--- src/sv/ala_pkg.sv ---
package ala_pkg;

	localparam int POOL_SIZE = 256;
	localparam int IDX_W     = $clog2(POOL_SIZE);
	localparam int CNT_W     = $clog2(POOL_SIZE + 1);
	localparam int MAC_W     = 48;
	localparam int ADDR_W    = 32;
	localparam int CFG_IDX_W = 8;
	localparam int FREE_W    = 9;

	localparam logic [CFG_IDX_W-1:0] REG_POOL_START = CFG_IDX_W'(0);
	localparam logic [CFG_IDX_W-1:0] REG_POOL_END   = CFG_IDX_W'(1);

	localparam logic CMD_DISCOVER = 1'b0;
	localparam logic CMD_RELEASE  = 1'b1;

	localparam logic [2:0] ST_ASSIGNED  = 3'd0;
	localparam logic [2:0] ST_ALREADY   = 3'd1;
	localparam logic [2:0] ST_EXHAUSTED = 3'd2;
	localparam logic [2:0] ST_RELEASED  = 3'd3;
	localparam logic [2:0] ST_NO_LEASE  = 3'd4;

	typedef struct packed {
		logic             cmd;
		logic [MAC_W-1:0] client_mac;
	} req_t;

	typedef struct packed {
		logic [2:0]        status;
		logic [ADDR_W-1:0] lease_addr;
		logic [FREE_W-1:0] free_count;
	} rsp_t;

	// Search word passed from cell to cell: first owner match, first free slot.
	typedef struct packed {
		logic             vld;
		logic             hit;
		logic [IDX_W-1:0] hit_idx;
		logic             free;
		logic [IDX_W-1:0] free_idx;
	} tok_t;

	// Table update broadcast to every cell.
	typedef struct packed {
		logic             clear_all;
		logic             set;
		logic             clr;
		logic [IDX_W-1:0] idx;
	} wr_t;

endpackage

--- src/sv/ala_cell.sv ---
module ala_cell
	import ala_pkg::*;
(
	input  logic             clk,
	input  logic             arst_n,
	input  logic [IDX_W-1:0] my_idx,
	input  logic [CNT_W-1:0] count,
	input  logic [MAC_W-1:0] mac,
	input  wr_t              wr,
	input  tok_t             tok_in,
	output tok_t             tok_out
);

	logic             in_use_q;
	logic [MAC_W-1:0] owner_q;
	tok_t             tok_q;
	tok_t             tok_d;
	logic             in_pool;
	logic             hit_here;
	logic             free_here;

	assign in_pool   = {1'b0, my_idx} < count;
	assign hit_here  = in_pool && in_use_q && (owner_q == mac);
	assign free_here = in_pool && !in_use_q;

	// Keep the earliest match and earliest free slot seen so far.
	always_comb begin
		tok_d          = tok_in;
		tok_d.hit      = tok_in.hit || hit_here;
		tok_d.hit_idx  = tok_in.hit ? tok_in.hit_idx : my_idx;
		tok_d.free     = tok_in.free || free_here;
		tok_d.free_idx = tok_in.free ? tok_in.free_idx : my_idx;
	end

	always_ff @(posedge clk or negedge arst_n) begin
		if (!arst_n) begin
			tok_q <= '0;
		end else begin
			tok_q <= tok_d;
		end
	end

	always_ff @(posedge clk or negedge arst_n) begin
		if (!arst_n) begin
			in_use_q <= 1'b0;
		end else if (wr.clear_all) begin
			in_use_q <= 1'b0;
		end else if (wr.idx == my_idx) begin
			if (wr.set) begin
				in_use_q <= 1'b1;
			end else if (wr.clr) begin
				in_use_q <= 1'b0;
			end
		end
	end

	always_ff @(posedge clk) begin
		if (!wr.clear_all && wr.set && (wr.idx == my_idx)) begin
			owner_q <= mac;
		end
	end

	assign tok_out = tok_q;

endmodule

--- config.mk ---
export PLATFORM = sky130hd
export DESIGN_NAME = ala_cell
export DESIGN_NICKNAME = d
export VERILOG_FILES = /design/src/sv/ala_pkg.sv /design/src/sv/ala_cell.sv
export SDC_FILE = /design/constraint.sdc
export NUM_CORES = 1
export LEC_CHECK = 0
export BUFFER_PORTS_ARGS = -buffer_cell sky130_fd_sc_hd__buf_4
export CAP_MARGIN = 25
export CORE_MARGIN = 2
export CORE_UTILIZATION = 52
export DETAILED_ROUTE_END_ITERATION = 7
export PLACE_DENSITY = 0.84
export SYNTH_ARGS = -nofsm -noshare
export SYNTH_HDL_FRONTEND = slang
export SYNTH_SLANG_ARGS = --single-unit
--- constraint.sdc ---
create_clock -name clk -period 4.2 [get_ports clk]
set_input_delay 0.63 -clock clk [delete_from_list [all_inputs] [get_ports clk]]
set_output_delay 0.63 -clock clk [all_outputs]
set_load 0.02 [all_outputs]
# After elaboration in Yosys (flattened, before gate mapping)
# Cells that the tools add are included.
# classes
order_cmp	1
n_eq_ne	2
muxes	6
n_reduce_logical	12
# op_table
operator	count
== test 48 bit	1
two-way mux 8 bit	2
less-than comparator 8 x 9 -> 1 bit	1
== test 8 bit	1
logical AND 1 bit	5
two-way mux 1 bit	4
nonzero test 3 bit	1
zero test 1 bit	2
logical OR 1 bit	2
AND reduction 2 bit	1
nonzero test 2 bit	1
# word_totals
regBits	68
input_bits	97
output_inout_bits	19
wordCells	28

# Depth between registers and ports, before layout
# Gate-level depths: netlist (run 1).
# logic_depth
word_depth	4
mapped_depth	7
mapped_depth_nobuf	7

# Worst setup path after synthesis (run 1)
# Ideal clock, no wire load.
# synth_path
path_type	input to register
from	in wr[7] (netlist name)
to	reg owner_q[0], enable pin
setup_time_ns	0.524
arrival_ns	4.752
required_time_ns	3.676
setup_slack_ns	-1.076
cell_stages	4
n_path_buf	0
cell_sequence	xor2_1 > nor4_1 > nand2_1 > nor3b_1
# synth_via
elab_chain_len	2
# synth_rtl
item	line	rtl
start, declared	ala_cell.sv:9	input wr_t wr,
== test 8 bit	ala_cell.sv:58	if (!wr.clear_all && wr.set && (wr.idx == my_idx)) begin
logical AND 1 bit	ala_cell.sv:58	
end signal, assigned	ala_cell.sv:59	owner_q <= mac;
end, declared	ala_cell.sv:15	logic [MAC_W-1:0] owner_q;
# Every way passes these cells.
# A chain may end at the register's enable or synchronous reset.

# Worst setup path after layout (run 1)
# layout_path
from	in my_idx[1]
to	reg owner_q[45], enable pin
# layout_via
elab_chain_len	2
# layout_rtl
item	line	rtl
start, declared	ala_cell.sv:6	input logic [IDX_W-1:0] my_idx,
== test 8 bit	ala_cell.sv:58	
logical AND 1 bit	ala_cell.sv:58	
# Every way passes these cells.

==> flow_summary.ini, run 1 <==
[worst_setup_path]
path_buf_inv = 2
crit_type = input pin to flop
worstPathRequired_ns = 4.18
arrival_ns = 2.58
worstSetupStartpointType = input pin
worst_path_largest_cell_delay_ns = 0.52
cp_max_fo = 40
worstPathCellList = buf_4 > xor2_1 > nor4_1 > nand2_1 > nor3b_4 > buf_4
cp-end-kind = flop
slowest_stage = buf_4
cpLargestDelayFamily = simple AND/OR/NAND/NOR gates
cpMostUsedCell = buf_4
r2r_slack_ns = 2.73

[sta]
setup_viol = 0
worstMarginPinSlew_ns = 0.488
rsz0062_at_grt = no
drv_slew = 0
min_period_ns = 2.60
fmax_mhz = 384
hold_ws_ns = 0.160
clock_skew_ns = 0.00603
setup_ws_ns = 1.60
fin_tns_setup_ns = 0
slew_headroom = 0.672
finalHoldViolations = 0
period_share = 0.620

[synthesis]
yosys-mux-area-fraction = 0.0600
synth_top_family_by_area = XOR/XNOR gates
synth_adder_area_share = 0.0292
ys_warn_count = 0
synth.distinct_cells = 29
synthXorXnorAreaFrac = 0.146
synth_seq_cells = 68
yosys-top-cells-area = edfxtp_1 48%, dfrtp_1 17%, xor2_1 8.8%, mux2_2 6.0%, xnor2_1 5.8%
yosysTopAreaCell = edfxtp_1
synth_compound_area_frac = 0.0421
syn_avg_cell_area_sq_um = 14.9
synth_cells = 201
netlist_area_sq_um = 3000
yosysSeqAreaShare = 0.647
yosys.area_share.simple = 0.0521
syn-num-nets = 305
synth_top_area_frac = 0.480

[cells_and_area]
drive_gt1_frac = 0.462
fill_cells = 387
area_delta_synth_final_pct = 37.7
fin_area_sq_um = 4130
multiInputGateArea_sq_um = 1000
final_cells = 403
diodes = 0
nets = 430
area.sequential_sq_um = 1940

[clock_network]
cts_sinks = 68
postCtsHoldBufs = 0
post-cts-setup-buffers = 0
numCtsBuffers = 9
insertion_delay_ns = 0.33
postCtsResizedCells = 0
cts_buffer_depth = 2
clockRootBuffer = clkbuf_8
htreeDepth = 3
clkTransAtPathRegs_ns = 0.08
cts_tree = built

[global_routing]
grt_pass1_vias = 2140
grt-ovfl-total = 0
grt_max_degree = 41
grt_pass1_wl_microns = 10100
antenna_found_initial = 0
gr-usage-all-layers = 0.212

[pwr]
share_comb_of_total_power = 0.139
swShare = 0.243
p_leak_nw = 1.73
clock_power_share = 0.335
internal-power_w = 0.00106
powerDensity_nw_per_um2 = 339
power.switching_w = 0.000341
peakVddDrop_mv = 0.268
power_frac_seq = 0.526

[route]
drtPass1Iterations = 4
wl_per_cell_microns = 15.6
ant_nets = 0
vias = 2011
drc = 0
drt-initial-drc-count = 94
viasPerCell = 4.99
finalWirelength_microns = 6300

[placed_design]
pre_cts_slack_ns = 1.27
dp_cells = 387
portBuffers = 115
place_congestion = 0.782
postPlaceCellArea_sq_um = 3960
dp_hpwl_microns = 4940

[run_status]
status = finished clean

[floorplan]
num_rows = 27
die_y_microns = 80.0
initial_core_util = 0.542
die-area_sq_um = 6400
pin_count = 116
core_sq_um = 5540
die-width_microns = 80.0

[job]
cap_violations = 0

[min_path]
hold_path_class = input pin to async pin
==> area by class of cell <==
| cell class | count | area share |
|---|---|---|
| clock buffer | 9 | 0.0300 |
| tap | 72 | 0.0218 |
| sequential | 68 | 0.470 |
| timing repair buffer | 116 | 0.211 |
| multi-input combinational | 116 | 0.242 |
| clock inverter | 7 | 0.0124 |
| inverter | 15 | 0.0136 |
==> kinds of logic after synthesis <==
kind of cell               count (synthesis)
and+or+nand+nor                           25
buffers and inverters                     17
adders and majority gates                  7
AOI/OAI and AO/OA                         18
muxes                                     16
DFF                                       68
xor gates and xnor gates                  50
==> path summary, 6_finish.rpt <==
path / startpoint / endpoint / depth (start not counted)
setup / recovery: my_idx[1] / owner_q[45]$_DFFE_PP_ / 6
hold / removal: arst_n / tok_out[4]$_DFF_PN0_ / 1
setup reg to reg: owner_q[3]$_DFFE_PP_ / tok_out[17]$_DFF_PN0_ / 5
hold reg to reg: in_use_q$_DFFE_PN0P_ / in_use_q$_DFFE_PN0P_ / 2
max in group asynchronous: arst_n / tok_out[16]$_DFF_PN0_ / 1
min in group clk: tok_in[18] / tok_out[18]$_DFF_PN0_ / 1
==> worst register-to-register path: stages (launching register included) <==
cell and delay (ns):
edfxtp_1 0.38, inv_1 0.09, o22ai_1 0.08, or4_4 0.51, nor3_2 0.18, a41o_1 0.18
==> layer usage <==
metal	GRT usage	vias to the layer above	share of wire
met2	0.343	76	0.50
met3	0.0690	11	0.077
li1	-	977	-
met1	0.258	947	0.40
met5	0	-	0
met4	0.0949	0	0.021
==> through the flow <==
stage | total power (W) | util
3_3_place_gp | 0.000942 | 0.715
5_1_grt | 0.00146 | 0.746
4_1_cts | 0.00141 | 0.746
6_report | 0.00140 | 0.746
3_5_place_dp | 0.000947 | 0.715
2_1_floorplan | 0.000826 | -
==> flip-flops by register name (all words and copies together) (netlist names) <==
name      count
owner_q      48
in_use_q      1
tok_out      19
==> Yosys cell counts <==
cell / n
nor3b_1: 1
mux2_2: 16
nand2b_1: 1
a2111oi_2: 1
edfxtp_1: 48
o22ai_1: 2
o21a_1: 1
xnor2_1: 20
clkbuf_1: 1
nand4_1: 6
a22o_1: 2
a41o_1: 1
nor4_1: 9
ha_1: 7
buf_6: 1
o2bb2ai_1: 1
a21o_1: 1
dfrtp_1: 20
o21ai_0: 3
or4_4: 1
inv_1: 14
a21oi_1: 5
inv_2: 1
nand2_1: 3
xor2_1: 30
nand3_1: 2
o211ai_1: 1
or2_1: 1
nor3_2: 1
==> power by group through the flow <==
stage	clock (W)	combinational [W]	sequential (W)
after global placement	0	0.000191	0.000751
after global routing	0.000506	0.000211	0.000738
after detailed placement	0	0.000196	0.000751
after floorplan	0	0.0000569	0.000769
final	0.000469	0.000195	0.000737
after CTS	0.000479	0.000197	0.000737
==> placed cells by master, fill, tap and decap left out, types with 3 or more instances in the layout <==
master      n
nand4_1     6
nor4_1      9
xor2_1     30
mux2_2     16
dfrtp_1    20
clkbuf_8    9
o21ai_0     3
ha_1        7
a21oi_1     5
inv_1      14
xnor2_1    20
buf_4     116
nand2_1     3
edfxtp_1   48
No activity file was read; power rests on OpenSTA's default activity.
==> inputs of run 2 (changes only) <==
--- a/config.mk
+++ b/config.mk
@@ -5,12 +5,13 @@
 export SDC_FILE = /design/constraint.sdc
 export NUM_CORES = 1
 export LEC_CHECK = 0
+export ABC_AREA = 1
 export BUFFER_PORTS_ARGS = -buffer_cell sky130_fd_sc_hd__buf_4
 export CAP_MARGIN = 25
 export CORE_MARGIN = 2
-export CORE_UTILIZATION = 52
+export CORE_UTILIZATION = 50
 export DETAILED_ROUTE_END_ITERATION = 7
-export PLACE_DENSITY = 0.84
+export PLACE_DENSITY = 0.8
 export SYNTH_ARGS = -nofsm -noshare
 export SYNTH_HDL_FRONTEND = slang
 export SYNTH_SLANG_ARGS = --single-unit
==> constraint.sdc (replaced) <==
create_clock -name clk -period 2.6 [get_ports clk]
set_input_delay 0.39 -clock clk [delete_from_list [all_inputs] [get_ports clk]]
set_output_delay 0.39 -clock clk [all_outputs]
set_load 0.02 [all_outputs]
==> run 2 against run 1 <==
Against the previous run: the flow now finishes with violations (design-rule violations); power increased by 80%; first-iteration DRC count up 27%; clock-buffer cell count is 5 higher; global-route usage decreased by 0.44 points; clock power up 110%; flip-flop and latch count is the same; clock skew decreased by 0.00055 ns; synthesized cell count increased by 89%; via count increased by 36%; core utilization shrank 3.5 points; non-clock buffer count rose by 1; register-to-register slack worse by 1.4 ns.
==> flow_summary.ini, run 2 <==
[run_status]
status = finished with violations
violations = design-rule violations

[worst_setup_path]
arrival_ns = 1.41
worst_path_largest_cell_delay_ns = 0.25
path_buf_inv = 3
worstPathCellList = buf_4 > xnor2_1 > nand2_1 > nor2_1 > nand4_1 > inv_2 > buf_12
slowest_stage = buf_12
cp_max_fo = 48
worstPathRequired_ns = 2.61
r2r_slack_ns = 1.29
cp-end-kind = flop
crit_type = input pin to flop
worstSetupStartpointType = input pin
reg2reg_depth = 9
cpLargestDelayFamily = buffers and inverters
rr_startpoint = owner_q[6]$_DFFE_PP_
r2r-end = tok_out[17]$_DFF_PN0_

[route]
vias = 2742
drt-initial-drc-count = 119
finalWirelength_microns = 7360
wl_per_cell_microns = 12.5
ant_nets = 0
drtPass1Iterations = 7
viasPerCell = 4.66
drc = 6

[global_routing]
grt-ovfl-total = 0
grt_max_degree = 49
antenna_found_initial = 0
grt_pass1_wl_microns = 11800
gr-usage-all-layers = 0.208
grt_pass1_vias = 2789

[cells_and_area]
diodes = 0
multiInputGateArea_sq_um = 1080
regMostFlops = owner_q
final_cells = 588
nets = 610
layout_commonest_cell = nand2_1
area_delta_synth_final_pct = 36.4
area.sequential_sq_um = 1940
mostFrequentLayoutCells = 122 x nand2_1, 115 x buf_4, 82 x inv_1
largest_reg_flops = 48
fill_cells = 486
drive_gt1_frac = 0.260

[synthesis]
netlist_top_cells_count = 122 x nand2_1, 83 x inv_1, 48 x edfxtp_1, 39 x nor2_1
yosysTopAreaCell = edfxtp_1
yosys-top-cells-area = edfxtp_1 43%, dfrtp_1 15%, nand2_1 14%, inv_1 9.3%, xnor2_1 5.5%
syn-num-nets = 484
yosysMostFrequentCell = nand2_1
synth.distinct_cells = 16
synth_top_area_frac = 0.431
yosysSeqAreaShare = 0.580
netlist_area_sq_um = 3350
synthArstFlopShare = 0.294
syn_avg_cell_area_sq_um = 8.81
synth_seq_cells = 68
synth_cells = 380
synthFlopType = edfxtp_1
ys_warn_count = 0
synth_edf_count = 48

[sta]
worstMarginPinSlew_ns = 0.266
clock_skew_ns = 0.00548
period_share = 0.538
finalHoldViolations = 0
fin_tns_setup_ns = 0
rsz0062_at_grt = no
slew_headroom = 0.822
fmax_mhz = 715
min_period_ns = 1.40
setup_viol = 0
drv_slew = 0

[clock_network]
numCtsBuffers = 9
postCtsHoldBufs = 1
post-cts-setup-buffers = 0
htreeDepth = 3
postCtsResizedCells = 0
cts_buffer_depth = 2
cts_tree = built
cts_sinks = 68
clockRootBuffer = clkbuf_8
clkTransAtPathRegs_ns = 0.07
insertion_delay_ns = 0.33

[placed_design]
place_congestion = 0.786
portBuffers = 115
dp_cells = 571
dp_hpwl_microns = 5880

[pwr]
p_leak_nw = 2.32
powerDensity_nw_per_um2 = 551
peakVddDrop_mv = 0.289

[floorplan]
pin_count = 116
core_sq_um = 6420
die_y_microns = 85.8
num_rows = 29
die-width_microns = 85.8
die-area_sq_um = 7360
initial_core_util = 0.521

[min_path]
hold_path.startpoint = tok_in[18]
min_path_cells = 1
hold_path_class = input pin to flop
hold_end = tok_out[18]$_DFF_PN0_

[job]
cap_violations = 0
## run 2: cell count changes after synthesis, moves of 2 or more
cell,delta
o21ai_0,+18
mux2_2,-16
o22ai_1,-2
a22o_1,-2
buf_2,+2
a21oi_1,-2
nand2_1,+119
nor4_1,-9
nor2_1,+39
xor2_1,-30
inv_1,+69
## run 2: through the flow
step | hold slack, ns | total power, W | util | setup slack [ns] | area (sq um)
global route | 0.139 | 0.00262 | 0.711 | 1.14 | 4570
floorplan | 0.0944 | 0.00134 | - | 0.428 | 3350
detailed placement | 0.280 | 0.00155 | 0.672 | 0.863 | 4320
CTS | 0.153 | 0.00253 | 0.711 | 1.21 | 4570
finish | 0.166 | 0.00252 | 0.711 | 1.20 | 4570
global placement | 0.273 | 0.00154 | 0.672 | 0.918 | 4320
## run 2: layout make-up
type | count | share of cell area
Clock buffer | 14 | 0.0449
Clock inverter | 2 | 0.00767
Multi-Input combinational cell | 227 | 0.237
Inverter | 83 | 0.0682
Sequential cell | 68 | 0.425
Timing Repair Buffer | 117 | 0.196
Tap cell | 77 | 0.0211
## run 2: worst max-delay path by stage
stage	start	to	slack, ns	cells after the start
finish	my_idx[1]	owner_q[3]$_DFFE_PP_	1.20	7
global route	my_idx[1]	owner_q[3]$_DFFE_PP_	1.14	7
CTS	my_idx[1]	owner_q[1]$_DFFE_PP_	1.21	7
detailed placement	my_idx[1]	owner_q[10]$_DFFE_PP_	0.86	7
global placement	my_idx[1]	owner_q[18]$_DFFE_PP_	0.92	7
floorplan	my_idx[1]	owner_q[0]$_DFFE_PP_	0.43	5
## run 2: cells by family after synthesis
| group | synth area share |
|---|---|
| and+or+nand+nor | 0.202 |
| xor gates and xnor gates | 0.0550 |
| AOI/OAI and AO/OA | 0.0404 |
| adders and majority gates | 0.0262 |
| buffers and inverters | 0.0961 |
| DFF | 0.580 |
## run 2: metal layers
layer  up-vias  wire length (microns)  share of wire  track usage
li1       1410                      -              -            -
met1      1231                   2820           0.38        0.226
met2        90                   3790           0.51        0.376
met3        11                    628          0.085       0.0751
met4         0                    119          0.016       0.0649
met5         -                      0              0            0
## run 2: where the power goes
group          internal, W  switching [W]
logic             0.000174       0.000157
clock network     0.000612       0.000383
registers          0.00118     0.00000690
==> inputs of run 3 (changes only) <==
--- a/config.mk
+++ b/config.mk
@@ -9,9 +9,9 @@
 export BUFFER_PORTS_ARGS = -buffer_cell sky130_fd_sc_hd__buf_4
 export CAP_MARGIN = 25
 export CORE_MARGIN = 2
-export CORE_UTILIZATION = 50
+export CORE_UTILIZATION = 45
 export DETAILED_ROUTE_END_ITERATION = 7
-export PLACE_DENSITY = 0.8
+export PLACE_DENSITY = 0.76
 export SYNTH_ARGS = -nofsm -noshare
 export SYNTH_HDL_FRONTEND = slang
 export SYNTH_SLANG_ARGS = --single-unit
==> constraint.sdc (replaced) <==
create_clock -name clk -period 1.2 [get_ports clk]
set_input_delay 0.18 -clock clk [delete_from_list [all_inputs] [get_ports clk]]
set_output_delay 0.18 -clock clk [all_outputs]
set_load 0.02 [all_outputs]
==> run 3 against run 2 <==
Against the previous run: the flow finishes with violations (negative setup slack); die area increased by 11%; critical path depth increased by 2; clock skew increased by 0.0027 ns; wire length increased by 7.7%; via count increased by 3.1%; worst hold slack got worse by 0.14 ns; global-route usage decreased by 1.8 points; flip-flop and latch count unchanged; cell count increased by 6.6%; worst setup slack got worse by 1.2 ns; clock power increased by 81%.
==> flow_summary.ini, run 3 (synthesized netlist as in run 2, its figures left out) <==
[run_status]
status = finished with violations
violations = negative setup slack

[cells_and_area]
layout_commonest_cell = nand2_1
area_delta_synth_final_pct = 45.3
diodes = 0
mostFrequentLayoutCells = 122 x nand2_1, 117 x buf_4, 82 x inv_1
nets = 627
largest_reg_flops = 48
drive_gt1_frac = 0.301
regMostFlops = owner_q
fill_cells = 591
final_util = 0.674

[placed_design]
place_congestion = 0.830
dp_hpwl_microns = 5990
portBuffers = 115
pre_cts_slack_ns = -0.354

[route]
drtPass1Iterations = 4
wl_per_cell_microns = 12.6
finalWirelength_microns = 7930
ant_nets = 0
drt-initial-drc-count = 118
drc = 0
viasPerCell = 4.51
vias = 2828

[pwr]
powerDensity_nw_per_um2 = 1060
peakVddDrop_mv = 0.642
p_total_w = 0.00515
p_leak_nw = 2.44

[sta]
min_period_ns = 1.23
period_share = 1.03
slew_headroom = 0.832
setup_ws_ns = -0.0343
fmax_mhz = 810
drv_slew = 0
hold_ws_ns = 0.0262
clock_skew_ns = 0.00819
worstMarginPinSlew_ns = 0.252
setup_viol = 15
finalHoldViolations = 0
rsz0062_at_grt = yes

[worst_setup_path]
rr_startpoint = owner_q[8]$_DFFE_PP_
worst_path_largest_cell_delay_ns = 0.40
cp-end-kind = flop
slowest_stage = edfxtp_1
worstPathRequired_ns = 1.48
reg2reg_depth = 9
r2r_slack_ns = -0.03
worstSetupStartpointType = flop
cpLargestDelayFamily = simple AND/OR/NAND/NOR gates
cp_max_fo = 2
r2r-end = tok_out[17]$_DFF_PN0_
worstPathCellList = nand2_1 > nand2_1 > nor2_1 > nand2_1 > nor2_1 > nand2_1 > nor2_2 > nand3_1 > nand2_1
cpMostUsedCell = nand2_1
path_buf_inv = 0
arrival_ns = 1.51
crit_type = flop to flop

[floorplan]
initial_core_util = 0.464
die-area_sq_um = 8140
core_sq_um = 7210
pin_count = 116
num_rows = 31
die-width_microns = 90.2
die_y_microns = 90.2

[global_routing]
antenna_found_initial = 0
grt_max_degree = 29
gr-usage-all-layers = 0.190
grt-ovfl-total = 0
grt_pass1_vias = 2751
grt_pass1_wl_microns = 12200

[clock_network]
numCtsBuffers = 9
cts_sinks = 68
cts_tree = built
clkTransAtPathRegs_ns = 0.08
clockRootBuffer = clkbuf_8
htreeDepth = 3
insertion_delay_ns = 0.34
cts_buffer_depth = 2

[job]
cap_violations = 0

[min_path]
min_path_cells = 1
hold_path.startpoint = mac[7]
hold_path_class = input pin to flop
hold_end = owner_q[7]$_DFFE_PP_
==> run 3: per-stage QoR <==
stage / setup TNS [ns] / area [sq um] / instances
2_1_floorplan: -19.72 / 3350 / 380
3_3_place_gp: -14.26 / 4420 / 601
3_5_place_dp: -16.75 / 4420 / 601
4_1_cts: -0.0334 / 4630 / 619
5_1_grt: -2.34 / 4860 / 627
6_report: -0.0916 / 4860 / 627
==> run 3: worst reg2reg max path, cell delays in order (launching register included) <==
cell	delay (ns)
edfxtp_1	0.40
nand2_1	0.10
nand2_1	0.06
nor2_1	0.11
nand2_1	0.06
nor2_1	0.10
nand2_1	0.07
nor2_2	0.11
nand3_1	0.09
nand2_1	0.07
==> run 3: report_power, final <==
| part | switching [W] | leakage, nW | internal (W) |
|---|---|---|---|
| registers | 0.0000152 | 0.669 | 0.00257 |
| logic | 0.000361 | 1.68 | 0.000417 |
| clock network | 0.000846 | 0.0931 | 0.000950 |
| total | 0.00122 | 2.44 | 0.00393 |
==> run 3: layer usage <==
layer	track usage	wire, microns	share of wire	up-vias
met1	0.211	3170	0.40	1271
met5	0	0	0	-
met3	0.0679	674	0.085	11
li1	-	-	-	1448
met2	0.326	3940	0.50	98
met4	0.0846	144	0.018	0
==> run 3: cell type report <==
type | count | area [sq um] | area share
sequential | 68 | 1940 | 0.399
timing repair buffer | 134 | 1150 | 0.237
multi-input combinational | 227 | 1150 | 0.236
inverter | 83 | 315 | 0.0648
clock buffer | 11 | 131 | 0.0270
tap | 99 | 124 | 0.0255
clock inverter | 5 | 52.6 | 0.0108
==> run 3: timing repair <==
| action | CTS | global route |
|---|---|---|
| cloned | 0 | 6 |
| hold endpoints to repair | 21 | 0 |
| setup endpoints to repair | 1 | 49 |
| gates resized for setup | 3 | 16 |
| buffers inserted | 0 | 2 |
| pin swaps | 5 | 11 |
| hold buffers | 2 | 0 |
==> run 3: how the worst max path moves through the flow <==
stage                                from                    end  slack, ns  cells after the start
finish               owner_q[8]$_DFFE_PP_  tok_out[17]$_DFF_PN0_      -0.03                      9
global route         owner_q[8]$_DFFE_PP_  tok_out[17]$_DFF_PN0_      -0.18                      9
CTS                 owner_q[37]$_DFFE_PP_  tok_out[17]$_DFF_PN0_      -0.03                      9
detailed placement              my_idx[3]   owner_q[5]$_DFFE_PP_      -0.35                      7
global placement                my_idx[2]  owner_q[10]$_DFFE_PP_      -0.30                      7
floorplan                           wr[1]   owner_q[0]$_DFFE_PP_      -0.41                      5
